[config.mk]
export PLATFORM = sky130hd
export DESIGN_NAME = text_box_draw_sequencer
export DESIGN_NICKNAME = d
export VERILOG_FILES = /design/src/rtl/core/tbd_pkg.sv /design/src/rtl/core/tbd_datapath.sv /design/src/rtl/core/tbd_ctrl.sv /design/src/rtl/core/text_box_draw_sequencer.sv
export SDC_FILE = /design/constraint.sdc
export NUM_CORES = 1
export LEC_CHECK = 0
export BUFFER_PORTS_ARGS = -buffer_cell sky130_fd_sc_hd__clkbuf_2
export CAP_MARGIN = 5
export CORE_MARGIN = 2
export CORE_UTILIZATION = 55
export DETAILED_ROUTE_END_ITERATION = 12
export GPL_TIMING_DRIVEN = 1
export PLACE_DENSITY = 0.77
export SLEW_MARGIN = 10
export SYNTH_ARGS = -nofsm -noshare
export SYNTH_HDL_FRONTEND = slang
export SYNTH_SLANG_ARGS = --single-unit
[constraint.sdc]
create_clock -name clk -period 9.1 [get_ports clk]
set_input_delay 1.82 -clock clk [delete_from_list [all_inputs] [get_ports clk]]
set_output_delay 1.82 -clock clk [all_outputs]
set_load 0.03 [all_outputs]
[src/rtl/core/tbd_pkg.sv]
// ----------------------------------------------------------------------------
// tbd_pkg
// Shared types, glyph codes and drawing-part codes for the text box draw
// sequencer.
// ----------------------------------------------------------------------------
package tbd_pkg;

  // default screen geometry
  localparam int DefScreenCols = 80;
  localparam int DefScreenRows = 25;

  // most cell writes issued for one command
  localparam int MaxWrites = 52;
  localparam int CntW      = $clog2(MaxWrites);

  // field widths
  localparam int PageW  = 3;
  localparam int ColW   = 7;
  localparam int RowW   = 5;
  localparam int AttrW  = 8;
  localparam int StyleW = 2;
  localparam int MaskW  = 8;
  localparam int CharW  = 8;
  localparam int RunW   = 7;

  localparam int InDataW  = 48;
  localparam int OutDataW = 40;

  // drawing parts, in issue order
  localparam int NumPh = 11;
  localparam int PhW   = 4;
  typedef logic [PhW-1:0] phase_t;

  localparam phase_t PH_SINGLE = 4'd0;
  localparam phase_t PH_VLINE  = 4'd1;
  localparam phase_t PH_HLINE  = 4'd2;
  localparam phase_t PH_TOP    = 4'd3;
  localparam phase_t PH_UR     = 4'd4;
  localparam phase_t PH_RIGHT  = 4'd5;
  localparam phase_t PH_LR     = 4'd6;
  localparam phase_t PH_BOTTOM = 4'd7;
  localparam phase_t PH_LL     = 4'd8;
  localparam phase_t PH_LEFT   = 4'd9;
  localparam phase_t PH_UL     = 4'd10;

  // configuration register indexes
  localparam logic REG_GLYPH_SET   = 1'b0;
  localparam logic REG_LOWER_RIGHT = 1'b1;

  // box styles
  localparam logic [StyleW-1:0] STYLE_SINGLE = 2'd1;
  localparam logic [StyleW-1:0] STYLE_DOUBLE = 2'd2;

  // ASCII glyphs
  localparam logic [CharW-1:0] CH_DASH = 8'h2D;
  localparam logic [CharW-1:0] CH_BAR  = 8'h7C;
  localparam logic [CharW-1:0] CH_PLUS = 8'h2B;
  localparam logic [CharW-1:0] CH_STAR = 8'h2A;

  // CP437 single-line glyphs
  localparam logic [CharW-1:0] CH_S_HZ = 8'hC4;
  localparam logic [CharW-1:0] CH_S_VT = 8'hB3;
  localparam logic [CharW-1:0] CH_S_UL = 8'hDA;
  localparam logic [CharW-1:0] CH_S_UR = 8'hBF;
  localparam logic [CharW-1:0] CH_S_LR = 8'hD9;
  localparam logic [CharW-1:0] CH_S_LL = 8'hC0;

  // CP437 double-line glyphs
  localparam logic [CharW-1:0] CH_D_HZ = 8'hCD;
  localparam logic [CharW-1:0] CH_D_VT = 8'hBA;
  localparam logic [CharW-1:0] CH_D_UL = 8'hC9;
  localparam logic [CharW-1:0] CH_D_UR = 8'hBB;
  localparam logic [CharW-1:0] CH_D_LR = 8'hBC;
  localparam logic [CharW-1:0] CH_D_LL = 8'hC8;

  // CP437 single-cell marks
  localparam logic [CharW-1:0] CH_DOT    = 8'h07;
  localparam logic [CharW-1:0] CH_CIRCLE = 8'h09;

  typedef struct packed {
    logic   load;        // capture the command
    logic   emit;        // write the output register
    logic   last;        // final write of the command
    phase_t phase;       // part being drawn
    logic   row_init_br; // row <= top_row (full vertical line)
    logic   row_init_in; // row <= top_row + 1 (side edge)
    logic   row_inc;
  } tbd_cmd_t;

  typedef struct packed {
    logic [NumPh-1:0] has;   // parts with at least one write
    logic             row_at_br;
    logic             row_at_brm1;
    logic             out_free;
  } tbd_stat_t;

  typedef struct packed {
    logic   found;
    phase_t idx;
  } ph_sel_t;

  // lowest part at or above lo that has writes
  function automatic ph_sel_t first_from(logic [NumPh-1:0] has, phase_t lo);
    ph_sel_t s;
    s.found = 1'b0;
    s.idx   = PH_SINGLE;
    for (int i = NumPh - 1; i >= 0; i--) begin
      if (has[i] && (PhW'(i) >= lo)) begin
        s.found = 1'b1;
        s.idx   = PhW'(i);
      end
    end
    return s;
  endfunction

endpackage

[src/rtl/core/tbd_datapath.sv]
// ----------------------------------------------------------------------------
// tbd_datapath
// Command registers, configuration registers, row counter, part decode and
// the output register of the box draw sequencer.
// ----------------------------------------------------------------------------
module tbd_datapath #(
  parameter int SCREEN_COLS = tbd_pkg::DefScreenCols,
  parameter int SCREEN_ROWS = tbd_pkg::DefScreenRows
) (
  input  logic                          clk,
  input  logic                          rst,
  input  logic [tbd_pkg::InDataW-1:0]   in_data,
  input  logic                          cfg_we,
  input  logic                          cfg_index,
  input  logic                          cfg_data,
  input  tbd_pkg::tbd_cmd_t             cmd,
  output tbd_pkg::tbd_stat_t            stat,
  output logic                          m_axis_tvalid,
  input  logic                          m_axis_tready,
  output logic [tbd_pkg::OutDataW-1:0]  m_axis_tdata,
  output logic                          m_axis_tlast
);
  import tbd_pkg::*;

  logic              glyph_set;
  logic              lower_right_enable;

  logic [PageW-1:0]  page;
  logic [ColW-1:0]   lc;
  logic [RowW-1:0]   tr;
  logic [ColW-1:0]   rc;
  logic [RowW-1:0]   br;
  logic [AttrW-1:0]  attr;
  logic [StyleW-1:0] style;
  logic [MaskW-1:0]  mask;
  logic [RowW-1:0]   row;

  logic              ovalid;
  logic [PageW-1:0]  o_page;
  logic [ColW-1:0]   o_col;
  logic [RowW-1:0]   o_row;
  logic [CharW-1:0]  o_char;
  logic [AttrW-1:0]  o_attr;
  logic [RunW-1:0]   o_run;
  logic              o_last;

  logic onscreen, upright, single, style_ok, norm, vline, hline, box;
  logic col_inner, row_inner;
  logic [CharW-1:0] hz, vt, ul, ur, lr, ll, single_ch;
  logic [ColW-1:0]  w_col;
  logic [RowW-1:0]  w_row;
  logic [CharW-1:0] w_char;
  logic [RunW-1:0]  w_run;

  always_ff @(posedge clk) begin
    if (rst) begin
      glyph_set          <= 1'b0;
      lower_right_enable <= 1'b1;
    end else if (cfg_we) begin
      unique case (cfg_index)
        REG_GLYPH_SET:   glyph_set          <= cfg_data;
        REG_LOWER_RIGHT: lower_right_enable <= cfg_data;
        default: ;
      endcase
    end
  end

  always_ff @(posedge clk) begin
    if (cmd.load) begin
      page  <= in_data[2:0];
      lc    <= in_data[9:3];
      tr    <= in_data[14:10];
      rc    <= in_data[21:15];
      br    <= in_data[26:22];
      attr  <= in_data[34:27];
      style <= in_data[36:35];
      mask  <= in_data[44:37];
    end
  end

  always_ff @(posedge clk) begin
    if (cmd.row_init_br) begin
      row <= tr;
    end else if (cmd.row_init_in) begin
      row <= RowW'(tr + 5'd1);
    end else if (cmd.row_inc) begin
      row <= RowW'(row + 5'd1);
    end
  end

  // part decode
  always_comb begin
    onscreen  = (9'(lc) < 9'(SCREEN_COLS)) && (9'(rc) < 9'(SCREEN_COLS)) &&
                (6'(tr) < 6'(SCREEN_ROWS)) && (6'(br) < 6'(SCREEN_ROWS));
    upright   = (lc <= rc) && (tr <= br);
    single    = (lc == rc) && (tr == br);
    style_ok  = !glyph_set || (style == STYLE_SINGLE) || (style == STYLE_DOUBLE);
    norm      = onscreen && upright && !single && style_ok;
    vline     = norm && (lc == rc) && (mask[6] || mask[2]);
    hline     = norm && !vline && (tr == br) && (mask[4] || mask[0]);
    box       = norm && !vline && !hline;
    col_inner = (8'(lc) + 8'd1) < 8'(rc);
    row_inner = (6'(tr) + 6'd1) < 6'(br);

    stat.has            = '0;
    stat.has[PH_SINGLE] = onscreen && upright && single;
    stat.has[PH_VLINE]  = vline;
    stat.has[PH_HLINE]  = hline;
    stat.has[PH_TOP]    = box && col_inner && mask[0];
    stat.has[PH_UR]     = box && mask[1];
    stat.has[PH_RIGHT]  = box && row_inner && mask[2];
    stat.has[PH_LR]     = box && lower_right_enable && mask[3];
    stat.has[PH_BOTTOM] = box && col_inner && mask[4];
    stat.has[PH_LL]     = box && mask[5];
    stat.has[PH_LEFT]   = box && row_inner && mask[6];
    stat.has[PH_UL]     = box && mask[7];
    stat.row_at_br      = (row == br);
    stat.row_at_brm1    = (row == RowW'(br - 5'd1));
    stat.out_free       = !ovalid || m_axis_tready;
  end

  // glyph selection
  always_comb begin
    if (!glyph_set) begin
      hz = CH_DASH; vt = CH_BAR;
      ul = CH_PLUS; ur = CH_PLUS; lr = CH_PLUS; ll = CH_PLUS;
      single_ch = CH_STAR;
    end else begin
      if (style == STYLE_DOUBLE) begin
        hz = CH_D_HZ; vt = CH_D_VT;
        ul = CH_D_UL; ur = CH_D_UR; lr = CH_D_LR; ll = CH_D_LL;
      end else begin
        hz = CH_S_HZ; vt = CH_S_VT;
        ul = CH_S_UL; ur = CH_S_UR; lr = CH_S_LR; ll = CH_S_LL;
      end
      single_ch = (style != '0) ? CH_DOT : CH_CIRCLE;
    end
  end

  always_comb begin
    w_col  = lc;
    w_row  = tr;
    w_char = single_ch;
    w_run  = RunW'(1);
    unique case (cmd.phase)
      PH_SINGLE: ;
      PH_VLINE: begin
        w_row = row; w_char = vt;
      end
      PH_HLINE: begin
        w_char = hz; w_run = RunW'(rc - lc + 7'd1);
      end
      PH_TOP: begin
        w_col = ColW'(lc + 7'd1); w_char = hz; w_run = RunW'(rc - lc - 7'd1);
      end
      PH_UR: begin
        w_col = rc; w_char = ur;
      end
      PH_RIGHT: begin
        w_col = rc; w_row = row; w_char = vt;
      end
      PH_LR: begin
        w_col = rc; w_row = br; w_char = lr;
      end
      PH_BOTTOM: begin
        w_col = ColW'(lc + 7'd1); w_row = br; w_char = hz;
        w_run = RunW'(rc - lc - 7'd1);
      end
      PH_LL: begin
        w_row = br; w_char = ll;
      end
      PH_LEFT: begin
        w_row = row; w_char = vt;
      end
      PH_UL: begin
        w_char = ul;
      end
      default: ;
    endcase
  end

  always_ff @(posedge clk) begin
    if (rst) begin
      ovalid <= 1'b0;
    end else if (cmd.emit) begin
      ovalid <= 1'b1;
    end else if (m_axis_tready) begin
      ovalid <= 1'b0;
    end
  end

  always_ff @(posedge clk) begin
    if (cmd.emit) begin
      o_page <= page;
      o_col  <= w_col;
      o_row  <= w_row;
      o_char <= w_char;
      o_attr <= attr;
      o_run  <= w_run;
      o_last <= cmd.last;
    end
  end

  assign m_axis_tvalid = ovalid;
  assign m_axis_tlast  = o_last;
  assign m_axis_tdata  = {2'b00, o_run, o_attr, o_char, o_row, o_col, o_page};

endmodule

[src/rtl/core/tbd_ctrl.sv]
// ----------------------------------------------------------------------------
// tbd_ctrl
// Sequencer: walks the drawing parts of one command in order, one cell write
// per cycle while the output register is free, and marks the final write.
// ----------------------------------------------------------------------------
module tbd_ctrl (
  input  logic               clk,
  input  logic               rst,
  input  logic               in_valid,
  output logic               in_ready,
  output tbd_pkg::tbd_cmd_t  cmd,
  input  tbd_pkg::tbd_stat_t stat
);
  import tbd_pkg::*;

  typedef enum logic [1:0] {S_IDLE, S_EVAL, S_RUN} state_t;

  state_t          state;
  phase_t          phase;
  logic [CntW-1:0] cnt;

  ph_sel_t first_sel, next_sel, go_sel;
  logic    vertical, at_end, more_in_phase, cap, last;

  always_comb begin
    first_sel     = first_from(stat.has, PH_SINGLE);
    next_sel      = first_from(stat.has, PhW'(phase + 4'd1));
    vertical      = (phase == PH_VLINE) || (phase == PH_RIGHT) || (phase == PH_LEFT);
    at_end        = (phase == PH_VLINE) ? stat.row_at_br : stat.row_at_brm1;
    more_in_phase = vertical && !at_end;
    cap           = (cnt == CntW'(MaxWrites - 1));
    last          = cap || (!more_in_phase && !next_sel.found);
    go_sel        = (state == S_EVAL) ? first_sel : next_sel;

    in_ready = (state == S_IDLE);

    cmd             = '0;
    cmd.load        = (state == S_IDLE) && in_valid;
    cmd.phase       = phase;
    cmd.emit        = (state == S_RUN) && stat.out_free;
    cmd.last        = last;
    cmd.row_inc     = cmd.emit && !last && more_in_phase;
    // prime the row counter for the part about to start
    if (((state == S_EVAL) && first_sel.found) ||
        (cmd.emit && !last && !more_in_phase)) begin
      cmd.row_init_br = (go_sel.idx == PH_VLINE);
      cmd.row_init_in = (go_sel.idx == PH_RIGHT) || (go_sel.idx == PH_LEFT);
    end
  end

  always_ff @(posedge clk) begin
    if (rst) begin
      state <= S_IDLE;
      phase <= PH_SINGLE;
      cnt   <= '0;
    end else begin
      unique case (state)
        S_IDLE: begin
          if (in_valid) begin
            state <= S_EVAL;
          end
        end
        S_EVAL: begin
          cnt <= '0;
          if (first_sel.found) begin
            phase <= first_sel.idx;
            state <= S_RUN;
          end else begin
            state <= S_IDLE;
          end
        end
        S_RUN: begin
          if (cmd.emit) begin
            cnt <= CntW'(cnt + 1'b1);
            if (last) begin
              state <= S_IDLE;
            end else if (!more_in_phase) begin
              phase <= next_sel.idx;
            end
          end
        end
        default: state <= S_IDLE;
      endcase
    end
  end

`ifndef SYNTHESIS
  a_emit_needs_room: assert property (@(posedge clk) disable iff (rst)
    cmd.emit |-> stat.out_free)
    else $error("write issued while output register is held");

  a_idle_after_last: assert property (@(posedge clk) disable iff (rst)
    (cmd.emit && cmd.last) |=> (state == S_IDLE))
    else $error("sequencer still busy after final write");

  a_count_bound: assert property (@(posedge clk) disable iff (rst)
    (state == S_RUN) |-> (cnt < CntW'(MaxWrites)))
    else $error("write count beyond limit");

  a_row_inc_vertical: assert property (@(posedge clk) disable iff (rst)
    cmd.row_inc |-> vertical)
    else $error("row advanced outside a vertical part");
`endif

endmodule

[src/rtl/core/text_box_draw_sequencer.sv]
// ----------------------------------------------------------------------------
// text_box_draw_sequencer
// Turns one box command into the ordered character-cell writes that draw it.
// ----------------------------------------------------------------------------
// Usage:
//   s_axis carries one box command per transaction. m_axis carries the cell
//   writes; tlast marks the final write of a command. A command that draws
//   nothing (off screen, inverted, unknown style under CP437 glyphs, or a
//   mask that leaves no part to draw) gives no transaction at all.
//   cfg writes set glyph_set (index 0) and lower_right_enable (index 1);
//   write them only while no command is in flight.
// Timing:
//   A command is taken in S_IDLE and decoded in S_EVAL in the cycle after;
//   the sequencer then issues one write per cycle while the output register
//   is free. The first write reaches m_axis through S_RUN and the output
//   register. The next command is taken once the final write sits in the
//   output register; that write may still be waiting for m_axis_tready.
// Reset:
//   rst clears the sequencer, the output valid and the configuration
//   (ASCII glyphs, lower right corner enabled).
// Stall:
//   While m_axis_tready is low a held write stays in the output register and
//   the sequencer waits; no write is lost or repeated.
// ----------------------------------------------------------------------------
module text_box_draw_sequencer #(
  parameter int SCREEN_COLS = tbd_pkg::DefScreenCols,
  parameter int SCREEN_ROWS = tbd_pkg::DefScreenRows
) (
  input  logic                         clk,
  input  logic                         rst,
  input  logic                         s_axis_tvalid,
  output logic                         s_axis_tready,
  // page, left_col, top_row, right_col, bottom_row, attribute, box_style,
  // edge_mask (low bit first), zero padded
  input  logic [tbd_pkg::InDataW-1:0]  s_axis_tdata,
  output logic                         m_axis_tvalid,
  input  logic                         m_axis_tready,
  // write_page, write_col, write_row, char_code, write_attribute,
  // run_length (low bit first), zero padded
  output logic [tbd_pkg::OutDataW-1:0] m_axis_tdata,
  output logic                         m_axis_tlast,
  input  logic                         cfg_valid,
  output logic                         cfg_ready,
  input  logic                         cfg_index,
  input  logic                         cfg_data
);
  import tbd_pkg::*;

  tbd_cmd_t  cmd;
  tbd_stat_t stat;

  assign cfg_ready = 1'b1;

  tbd_ctrl u_ctrl (
    .clk      (clk),
    .rst      (rst),
    .in_valid (s_axis_tvalid),
    .in_ready (s_axis_tready),
    .cmd      (cmd),
    .stat     (stat)
  );

  tbd_datapath #(
    .SCREEN_COLS (SCREEN_COLS),
    .SCREEN_ROWS (SCREEN_ROWS)
  ) u_datapath (
    .clk           (clk),
    .rst           (rst),
    .in_data       (s_axis_tdata),
    .cfg_we        (cfg_valid && cfg_ready),
    .cfg_index     (cfg_index),
    .cfg_data      (cfg_data),
    .cmd           (cmd),
    .stat          (stat),
    .m_axis_tvalid (m_axis_tvalid),
    .m_axis_tready (m_axis_tready),
    .m_axis_tdata  (m_axis_tdata),
    .m_axis_tlast  (m_axis_tlast)
  );

endmodule

---- Word-level counts from Yosys, hierarchy flattened ----
Cells that the tools add are included.
cells by class
  add/subtract/negate cells ............... 11
  multipliers ............................. 0
  divide/modulo/power cells ............... 0
  order comparisons ....................... 19
  equality and inequality tests ........... 28
  shift operators ......................... 0
  mux-type cells .......................... 60
  bitwise operators ....................... 1
  reduce and logical (&&, ||, !) cells .... 79
operator list
  operator               number
  $mux W5                26
  $mux W8                7
  $pmux W8 S6            1
  $logic_and A1 B1 Y1    45
  $mux W4                9
  $pmux W7 S2            2
  $eq A4 B3 Y1 const B   5
  $eq A4 B4 Y1 const B   4
  $ge A3 B4 Y1 const A   4
  $eq A5 B5 Y1           3
  $add A7 B1 Y7 const B  2
  $lt A7 B7 Y1 const B   2
  $ge A4 B4 Y1 const A   3
  $pmux W6 S2            1
  $reduce_or A3 Y1       4
  $add A5 B1 Y5 const B  2
  $logic_or A1 B1 Y1     10
  $lt A5 B5 Y1 const B   2
  $mux W2                5
  $pmux W5 S2            1
  $logic_not A1 Y1       9
  $add A7 B1 Y8 const B  1
  $eq A4 B1 Y1 const B   2
  $eq A4 B2 Y1 const B   2
  other kinds (32)       46
word-level totals
  bits in registers ....................... 104
  latch bits .............................. 0
  RAM bits ................................ 0
  memory bits (read-only) ................. 0
  bits of input ports ..................... 55
  output and inout bits ................... 44
  memories ................................ 0

---- Longest topological paths before layout ----
Gate-level depths: netlist of run 1.
  depth after elaboration ................. 38
  depth in mapped cells ................... 18
  depth with buffers taken out ............ 18

---- Hierarchy ----
From an unflattened synthesis of run 1, not the netlist that was laid out.
unflattened totals
  cell total of the unflattened synthesis .. 621
  area total of the unflattened synthesis .. 6449.9 um2
modules (own cells, without submodules)
  module                   instances  cells each  area an instance (um2)
  tbd_datapath             1          452         5156.2
  tbd_ctrl                 1          167         1282.5
  text_box_draw_sequencer  1          2           11.3

---- Least setup slack after synthesis of run 1 ----
No wires, ideal clock.
  kind .................................... in2reg
  from .................................... input m_axis_tready
  to ...................................... register u_datapath.row[1], data pin
  data arrival time ....................... 4.438 ns
  required time ........................... 8.838 ns
  path slack .............................. 4.399 ns
  cell stages on the path ................. 9
  buffers on the path ..................... 0
  cells stage by stage .................... nand2b_1 -> and2_1 -> nand2_1 -> nor2b_1 -> o2bb2ai_1 -> o211ai_2 -> mux2_1 -> ha_1 -> mux2_1
RTL lines
  item                  line                           text
  from (decl)           text_box_draw_sequencer.sv:37  input logic m_axis_tready,
  to (signal assigned)  tbd_datapath.sv:83             row <= tr;
  to (signal assigned)  tbd_datapath.sv:85             row <= RowW'(tr + 5'd1);
  to (signal assigned)  tbd_datapath.sv:87             row <= RowW'(row + 5'd1);
  to (decl)             tbd_datapath.sv:36             logic [RowW-1:0] row;

---- Final worst setup path of run 1 ----
  from .................................... register u_datapath.tr[0]
  to ...................................... register u_datapath.row[4], data pin
between the ends
  word-level cells in the longest chain between the ends .. 37
  elaborated cells between the ends (all ways) .. 83
  those cells by class .................... 2 x add/sub; 3 x order compare; 4 x eq/ne; 26 x mux; 48 x reduce/logical
RTL lines
  item                               line                                      text
  from (decl)                        tbd_datapath.sv:30                        logic [RowW-1:0] tr;
  from (signal assigned)             tbd_datapath.sv:72                        tr <= in_data[14:10];
  $lt A5 B5 Y1                       tbd_datapath.sv:94                        (6'(tr) < 6'(SCREEN_ROWS)) && (6'(br) < 6'(SCREEN_ROWS));
  $logic_and A1 B1 Y1                tbd_datapath.sv:93                        onscreen = (9'(lc) < 9'(SCREEN_COLS)) && (9'(rc) < 9'(SCREEN_COLS)) &&
  $logic_and A1 B1 Y1                tbd_datapath.sv:94
  $logic_and A1 B1 Y1                tbd_datapath.sv:98, tbd_datapath.sv:106
  $logic_and A1 B1 Y1 (2 in series)  tbd_datapath.sv:98                        norm = onscreen && upright && !single && style_ok;
  $logic_and A1 B1 Y1 (2 in series)  tbd_datapath.sv:99                        vline = norm && (lc == rc) && (mask[6] || mask[2]);
  $logic_not A1 Y1                   tbd_datapath.sv:100, tbd_datapath.sv:101
  $logic_and A1 B1 Y1                tbd_datapath.sv:100, tbd_datapath.sv:101
  (+18 left out)                     n/a
  $logic_and A1 B1 Y1                tbd_ctrl.sv:32                            last = cap || (!more_in_phase && !next_sel.found);
  $logic_or A1 B1 Y1                 tbd_ctrl.sv:32
  $logic_not A1 Y1                   tbd_ctrl.sv:45                            (cmd.emit && !last && !more_in_phase)) begin
  $logic_and A1 B1 Y1 (2 in series)  tbd_ctrl.sv:45
  $logic_or A1 B1 Y1                 tbd_ctrl.sv:44                            if (((state == S_EVAL) && first_sel.found) ||
  $mux W2                            tbd_ctrl.sv:44
  $mux W5                            tbd_datapath.sv:84                        end else if (cmd.row_init_in) begin
  $mux W5 (*)                        tbd_datapath.sv:82                        if (cmd.row_init_br) begin
Mark *: on every way between the ends. The rest lies on a longest branch, timed or not.
A chain may end at the register's enable or synchronous reset.

==> results of run 1 <==
[state kept, by name (all words and copies together), names as in the netlist, 6 cells and up]
| signal | count |
|---|---|
| u_datapath.rc | 7 |
| u_datapath.o_col | 7 |
| u_datapath.o_run | 7 |
| u_datapath.mask | 8 |
| u_datapath.lc | 7 |
| u_datapath.o_attr | 8 |
| u_datapath.attr | 8 |
| u_datapath.o_char | 8 |
| u_ctrl.cnt | 6 |
[synthesized netlist by cell type, drive strengths merged (3+ instances only)]
library cell | number | area [um^2]
nor4 | 3 | 40.0
a21oi | 43 | 215
inv | 42 | 158
nand3 | 21 | 110
a21o | 9 | 67.6
o31ai | 4 | 30.0
dfxtp | 15 | 300
a31oi | 7 | 43.8
o21ai | 32 | 164
xnor2 | 26 | 228
nor3 | 14 | 70.1
and3 | 7 | 45.1
o211ai | 7 | 62.6
clkbuf | 7 | 26.3
nand2 | 48 | 180
and2 | 7 | 43.8
a211o | 4 | 35.0
nor2b | 9 | 56.3
edfxtp | 89 | 2670
a221o | 4 | 40.0
ha | 44 | 551
nor2 | 37 | 139
a311oi | 4 | 35.0
mux2i | 5 | 50.1
and4 | 4 | 35.0
or2 | 4 | 25.0
a211oi | 4 | 30.0
o211a | 3 | 30.0
buf | 8 | 46.3
a32oi | 3 | 26.3
mux2 | 3 | 33.8
o22ai | 7 | 43.8
xor2 | 14 | 123
o21bai | 4 | 30.0
a22oi | 6 | 45.0
nand4 | 9 | 56.3
nand2b | 13 | 81.3
or3 | 7 | 48.8
[metal layers]
metal	routed length [um]	up-vias	global-route usage (%)
met4	403	0	10.2
met3	922	28	5.44
met5	0	-	0
li1	-	2448	-
met2	6590	196	37.4
met1	6610	2393	32.8
[report_power, final]
part           internal [mW]  switching [mW]
logic                 0.0789           0.113
registers              0.538          0.0218
clock network          0.189           0.179
total                  0.805           0.313
[cell type report]
type | instances | area [um^2] | share of cell area, %
Clock inverter | 6 | 52.6 | 0.729
Timing Repair Buffer | 93 | 468 | 6.49
Clock buffer | 9 | 225 | 3.13
Inverter | 44 | 165 | 2.29
Sequential cell | 104 | 2970 | 41.3
Multi-Input combinational cell | 447 | 3140 | 43.6
Tap cell | 143 | 179 | 2.48
[through the flow]
stage / cells / power [mW] / setup WS [ns] / util (%) / hold slack, ns
2_1_floorplan: 610 / 0.706 / 4.40 / - / 0.400
3_3_place_gp: 831 / 0.752 / 4.44 / 61.2 / 0.403
3_5_place_dp: 831 / 0.759 / 4.32 / 61.2 / 0.407
4_1_cts: 846 / 1.13 / 4.30 / 63.6 / 0.425
5_1_grt: 846 / 1.17 / 3.92 / 63.6 / 0.440
6_report: 846 / 1.12 / 4.22 / 63.6 / 0.422
[final timing paths]
kind	from	end	slack (ns)	cells after the start
setup reg to reg	u_datapath.tr[0]	u_datapath.row[4]	4.22	17
hold reg to reg	u_datapath.attr[1]	u_datapath.o_attr[1]	0.42	0
hold / removal	u_datapath.attr[1]	u_datapath.o_attr[1]	0.42	0
setup / recovery	u_datapath.tr[0]	u_datapath.row[4]	4.22	17
[cells in the final DEF, fill, tap and decap left out, types with 20 or more instances in the layout]
cell type,Yosys,layout
clkbuf_2,0,92
edfxtp_1,89,89
inv_1,40,40
xnor2_1,26,26
a21oi_1,43,43
nand3_1,20,20
nor2_1,37,37
nand2_1,48,48
ha_1,44,44
o21ai_0,28,28
[kinds of logic (layout without fill, tap and decap cells)]
family,after synthesis,after routing
other,2,3
AND/OR/NAND/NOR,186,186
multiplexers,8,8
XOR/XNOR,40,40
buffers and inverters,59,152
flip-flops,104,104
adder cells (fa/ha/maj),46,46
AO/OA/AOI/OAI,164,164
[worst max-delay path, stage by stage, from the launching register on]
cell and delay (ns):
edfxtp_1 0.53, ha_1 0.24, nand3_1 0.10, xnor2_1 0.16, ha_1 0.36, o211a_1 0.16, o31ai_1 0.15, a311oi_1 0.55
o211ai_1 0.23, nand2b_1 0.20, a221oi_1 0.59, o2bb2ai_1 0.24, o211ai_2 0.13, mux2_1 0.34, ha_1 0.28, nand3_1 0.13
xor2_1 0.15, mux2i_1 0.08
==> flow_metrics.py, run 1 <==
metrics = {
    "run_status": {
        "status": "completed",
    },
    "global_routing": {
        "overflow": 0,
        "track_usage_pct": 24.1,
        "grt_pass1_vias": 4880,
        "grt_max_degree": 46,
        "antenna_found_initial": 0,
        "grt_pass1_wl_um": 23800,
    },
    "sta": {
        "finalCritPeriodShare_pct": 53.6,
        "setup_viol": 0,
        "finalHoldViolCount": 0,
        "slew_headroom_pct": 24.4,
        "slew_viol_final": 0,
        "rsz0062_at_grt": "no",
        "fmax_mhz": 205,
        "worst_pin_slew_ns": 1.12,
        "fin_tns_setup_ns": 0,
        "fin_crit_ns": 4.88,
        "clock_skew_ns": 0.0131,
    },
    "synth": {
        "synth_top_family_by_area": "compound AO/OA/AOI/OAI gates",
        "postSynthCellCount": 609,
        "synth_ff_type": "edfxtp_1",
        "async_reset_ff_share_pct": 0,
        "ys_warn_count": 0,
        "synthMuxAreaShare_pct": 1.32,
        "netlist_area_um2": 6350,
        "synth_cell_types": 74,
        "synthAdderAreaFrac_pct": 9.30,
        "synth-xor-area-share_pct": 5.52,
        "syn_area_per_cell_um2": 10.4,
        "ys_seq_area_share_pct": 46.8,
        "synth_edf_count": 89,
        "yosys.area_share.simple_pct": 15.2,
        "synth_compound_area_share_pct": 17.9,
        "synth-seq-cells": 104,
    },
    "drt": {
        "drcViolationCount": 0,
        "wire_per_inst_um": 17.2,
        "route.vias.total": 5065,
        "first_iter_violations": 382,
        "antenna_left": 0,
        "finalWirelength_um": 14500,
        "viasPerCell": 5.99,
        "dr.pass1.iters": 5,
    },
    "finish": {
        "syn_to_final_growth_pct": 13.5,
        "diodes": 0,
        "fill_cells": 913,
        "stdcell_area_um2": 7210,
        "nNetsFinal": 800,
        "drive_gt1_share_pct": 18.6,
    },
    "power": {
        "p_per_area_nw_per_um2": 155,
        "p_leak_nw": 2.91,
        "max-vdd-ir-drop_uv": 162,
    },
    "die": {
        "io_pins": 99,
        "start_util_pct": 56.1,
        "die-area_um2": 12400,
        "design.core.area_um2": 11300,
        "fp.dieW_um": 111,
        "rows": 39,
        "die_y_um": 111,
    },
    "clocking": {
        "post_cts_buffers": 0,
        "cts.repair.resized": 0,
        "clock-sinks": 104,
        "worst_skew_pair.late_latency_ns": 0.36,
        "numCtsBuffers": 9,
        "cts_hold_buffers": 0,
        "root_buffer": "clkbuf_16",
        "cts_tree": "yes",
        "htreeDepth": 3,
        "cts.path.max_buffers": 2,
        "path_clk_slew_ns": 0.07,
    },
    "setup_path": {
        "cp.arrival_ns": 4.98,
        "critPathKind": "reg2reg",
        "crit_path_end_kind": "register",
        "cp-start-kind": "register",
        "cp_max_fo": 8,
        "cp.required_ns": 9.21,
    },
    "placed_design": {
        "dp_hpwl_um": 10900,
        "gp_congestion": 0.901,
        "placed_area_um2": 6930,
        "numPortBuffers": 92,
    },
    "worst_hold_path": {
        "hold_path_class": "reg2reg",
    },
    "flow_run": {
        "maxCapViolations": 0,
    },
}
No activity file was read; power rests on OpenSTA's default activity.
==> run 2: changes to the inputs <==
- clock period: 9.1 -> 5.1 ns (I/O delays scaled with it)
==> run 2 against run 1 <==
Against the previous run:
- core utilization is 0.12 points higher
- sequential cell count stayed put
- routed wire length rose by 1.3%
- power up 80%
- combinational power is 80% higher
- sequential share of layout area is 0.079 points lower
- global-route usage fell by 0.26 points
==> flow_metrics.py, run 2 (synthesized netlist as in run 1, its figures left out) <==
metrics = {
    "run_status": {
        "status": "completed",
    },
    "die": {
        "rows": 39,
        "design.core.area_um2": 11300,
        "start_util_pct": 56.1,
        "die_y_um": 111,
        "io_pins": 99,
        "fp.dieW_um": 111,
        "die-area_um2": 12400,
    },
    "finish": {
        "diodes": 0,
        "drive_gt1_share_pct": 18.8,
        "fill_cells": 901,
        "post-route-util_pct": 63.8,
        "nNetsFinal": 800,
        "syn_to_final_growth_pct": 13.7,
        "stdcell_count": 847,
        "mostFrequentLayoutCells": "clkbuf_2 (92), edfxtp_1 (89), nand2_1 (48)",
        "final_common_cell": "clkbuf_2",
    },
    "clocking": {
        "path_clk_slew_ns": 0.08,
        "numCtsBuffers": 9,
        "cts_hold_buffers": 0,
        "worst_skew_pair.late_latency_ns": 0.36,
        "cts.path.max_buffers": 2,
        "root_buffer": "clkbuf_16",
        "cts_tree": "yes",
        "post_cts_buffers": 0,
        "htreeDepth": 3,
        "clock-sinks": 104,
    },
    "global_routing": {
        "track_usage_pct": 23.8,
        "grt_max_degree": 46,
        "grt_pass1_wl_um": 23600,
        "overflow": 0,
        "grt_pass1_vias": 4894,
        "antenna_found_initial": 0,
    },
    "setup_path": {
        "cp-start-kind": "register",
        "cp_common_cell": "ha_1",
        "cp.arrival_ns": 4.77,
        "cp.required_ns": 5.19,
        "crit_path_end_kind": "register",
        "ff2ff_path_depth": 16,
        "path_depth": 16,
        "crit_slowest_cell": "o311ai_1",
        "critPathBufInv": 0,
        "r2r_start": "u_datapath.lc[1]",
        "critPathKind": "reg2reg",
        "max_stage_delay_ns": 0.56,
        "critPathTopFamily": "compound AO/OA/AOI/OAI gates",
        "crit_start": "u_datapath.lc[1]",
        "cp_max_fo": 6,
        "path_cells": "ha_1 > nand3_1 > xnor2_1 > ha_1 > o2111a_1 > o311ai_1 > nand4_1 > or3_1 > o211ai_2 > o2bb2ai_1 > o211ai_2 > mux2_1 > ha_1 > nand3_1 > xor2_1 > mux2i_1",
    },
    "drt": {
        "first_iter_violations": 388,
        "dr.pass1.iters": 7,
        "drcViolationCount": 0,
        "finalWirelength_um": 14700,
        "viasPerCell": 6.05,
        "antenna_left": 0,
        "route.vias.total": 5121,
        "wire_per_inst_um": 17.4,
    },
    "flow_run": {
        "maxCapViolations": 0,
    },
    "sta": {
        "finalHoldViolCount": 0,
        "clock_skew_ns": 0.0137,
        "fmax_mhz": 214,
        "finalCritPeriodShare_pct": 91.7,
        "fin_crit_ns": 4.68,
        "slew_headroom_pct": 21.9,
        "rsz0062_at_grt": "no",
        "setup_viol": 0,
        "slew_viol_final": 0,
        "worst_pin_slew_ns": 1.16,
        "fin_tns_setup_ns": 0,
    },
    "placed_design": {
        "gp_congestion": 0.891,
        "dp_cells": 831,
        "numPortBuffers": 92,
        "dp_hpwl_um": 10900,
    },
    "worst_hold_path": {
        "min-delay-start": "u_datapath.page[0]",
        "hold_depth": 0,
        "hold_path_class": "reg2reg",
    },
    "power": {
        "p_per_area_nw_per_um2": 280,
        "p_leak_nw": 2.91,
        "max-vdd-ir-drop_uv": 274,
    },
}
## run 2: changes by cell type in the layout (fill, tap and decap cells not counted)
cell / before / now
inv_6: 1 / 3
a221oi_2: 0 / 1
clkinv_2: 1 / 0
clkinv_4: 1 / 0
clkbuf_1: 0 / 1
a221oi_1: 1 / 0
## run 2: metrics by stage
stage | setup WS (ns) | hold slack [ns] | total power [mW] | cell area [um^2]
CTS | 0.317 | 0.424 | 2.03 | 7210
floorplan | 1.07 | 0.400 | 1.26 | 6350
global placement | 0.509 | 0.403 | 1.34 | 6930
global route | 0.0690 | 0.429 | 2.10 | 7220
finish | 0.424 | 0.427 | 2.02 | 7220
detailed placement | 0.329 | 0.406 | 1.35 | 6930
## run 2: layout make-up
type	count	area, um^2	area share [%]
Tap cell	143	179	2.48
Clock inverter	6	56.3	0.780
Timing Repair Buffer	93	468	6.48
Multi-Input combinational cell	447	3150	43.6
Inverter	44	165	2.29
Clock buffer	10	229	3.17
Sequential cell	104	2970	41.2
## run 2: where the power goes
| part | total (mW) | switching, mW | leakage [nW] | internal [mW] |
|---|---|---|---|---|
| Combinational | 0.346 | 0.204 | 1.83 | 0.141 |
| Clock | 0.676 | 0.332 | 0.138 | 0.344 |
| Sequential | 0.998 | 0.0383 | 0.938 | 0.959 |
| Total | 2.02 | 0.574 | 2.91 | 1.44 |
## run 2: timing repair
item | in CTS | in global routing
endpoints found under the hold margin | 0 | 0
endpoints found under the setup margin | 0 | 1
gates resized for setup | 0 | 1
## run 2: layer usage
metal  GRT usage (%)  up-vias  wire [um]
met5               0        -          0
met3            5.01       19        886
met4            9.05        0        236
met2            38.6      182       6860
li1                -     2458          -
met1            31.8     2462       6730
## run 2: final timing paths
check / endpoint / slack [ns]
worst max-delay path: u_datapath.row[4] / 0.42
worst min-delay path: u_datapath.o_page[0] / 0.43
worst max register to register: u_datapath.row[4] / 0.42
worst min register to register: u_datapath.o_page[0] / 0.43
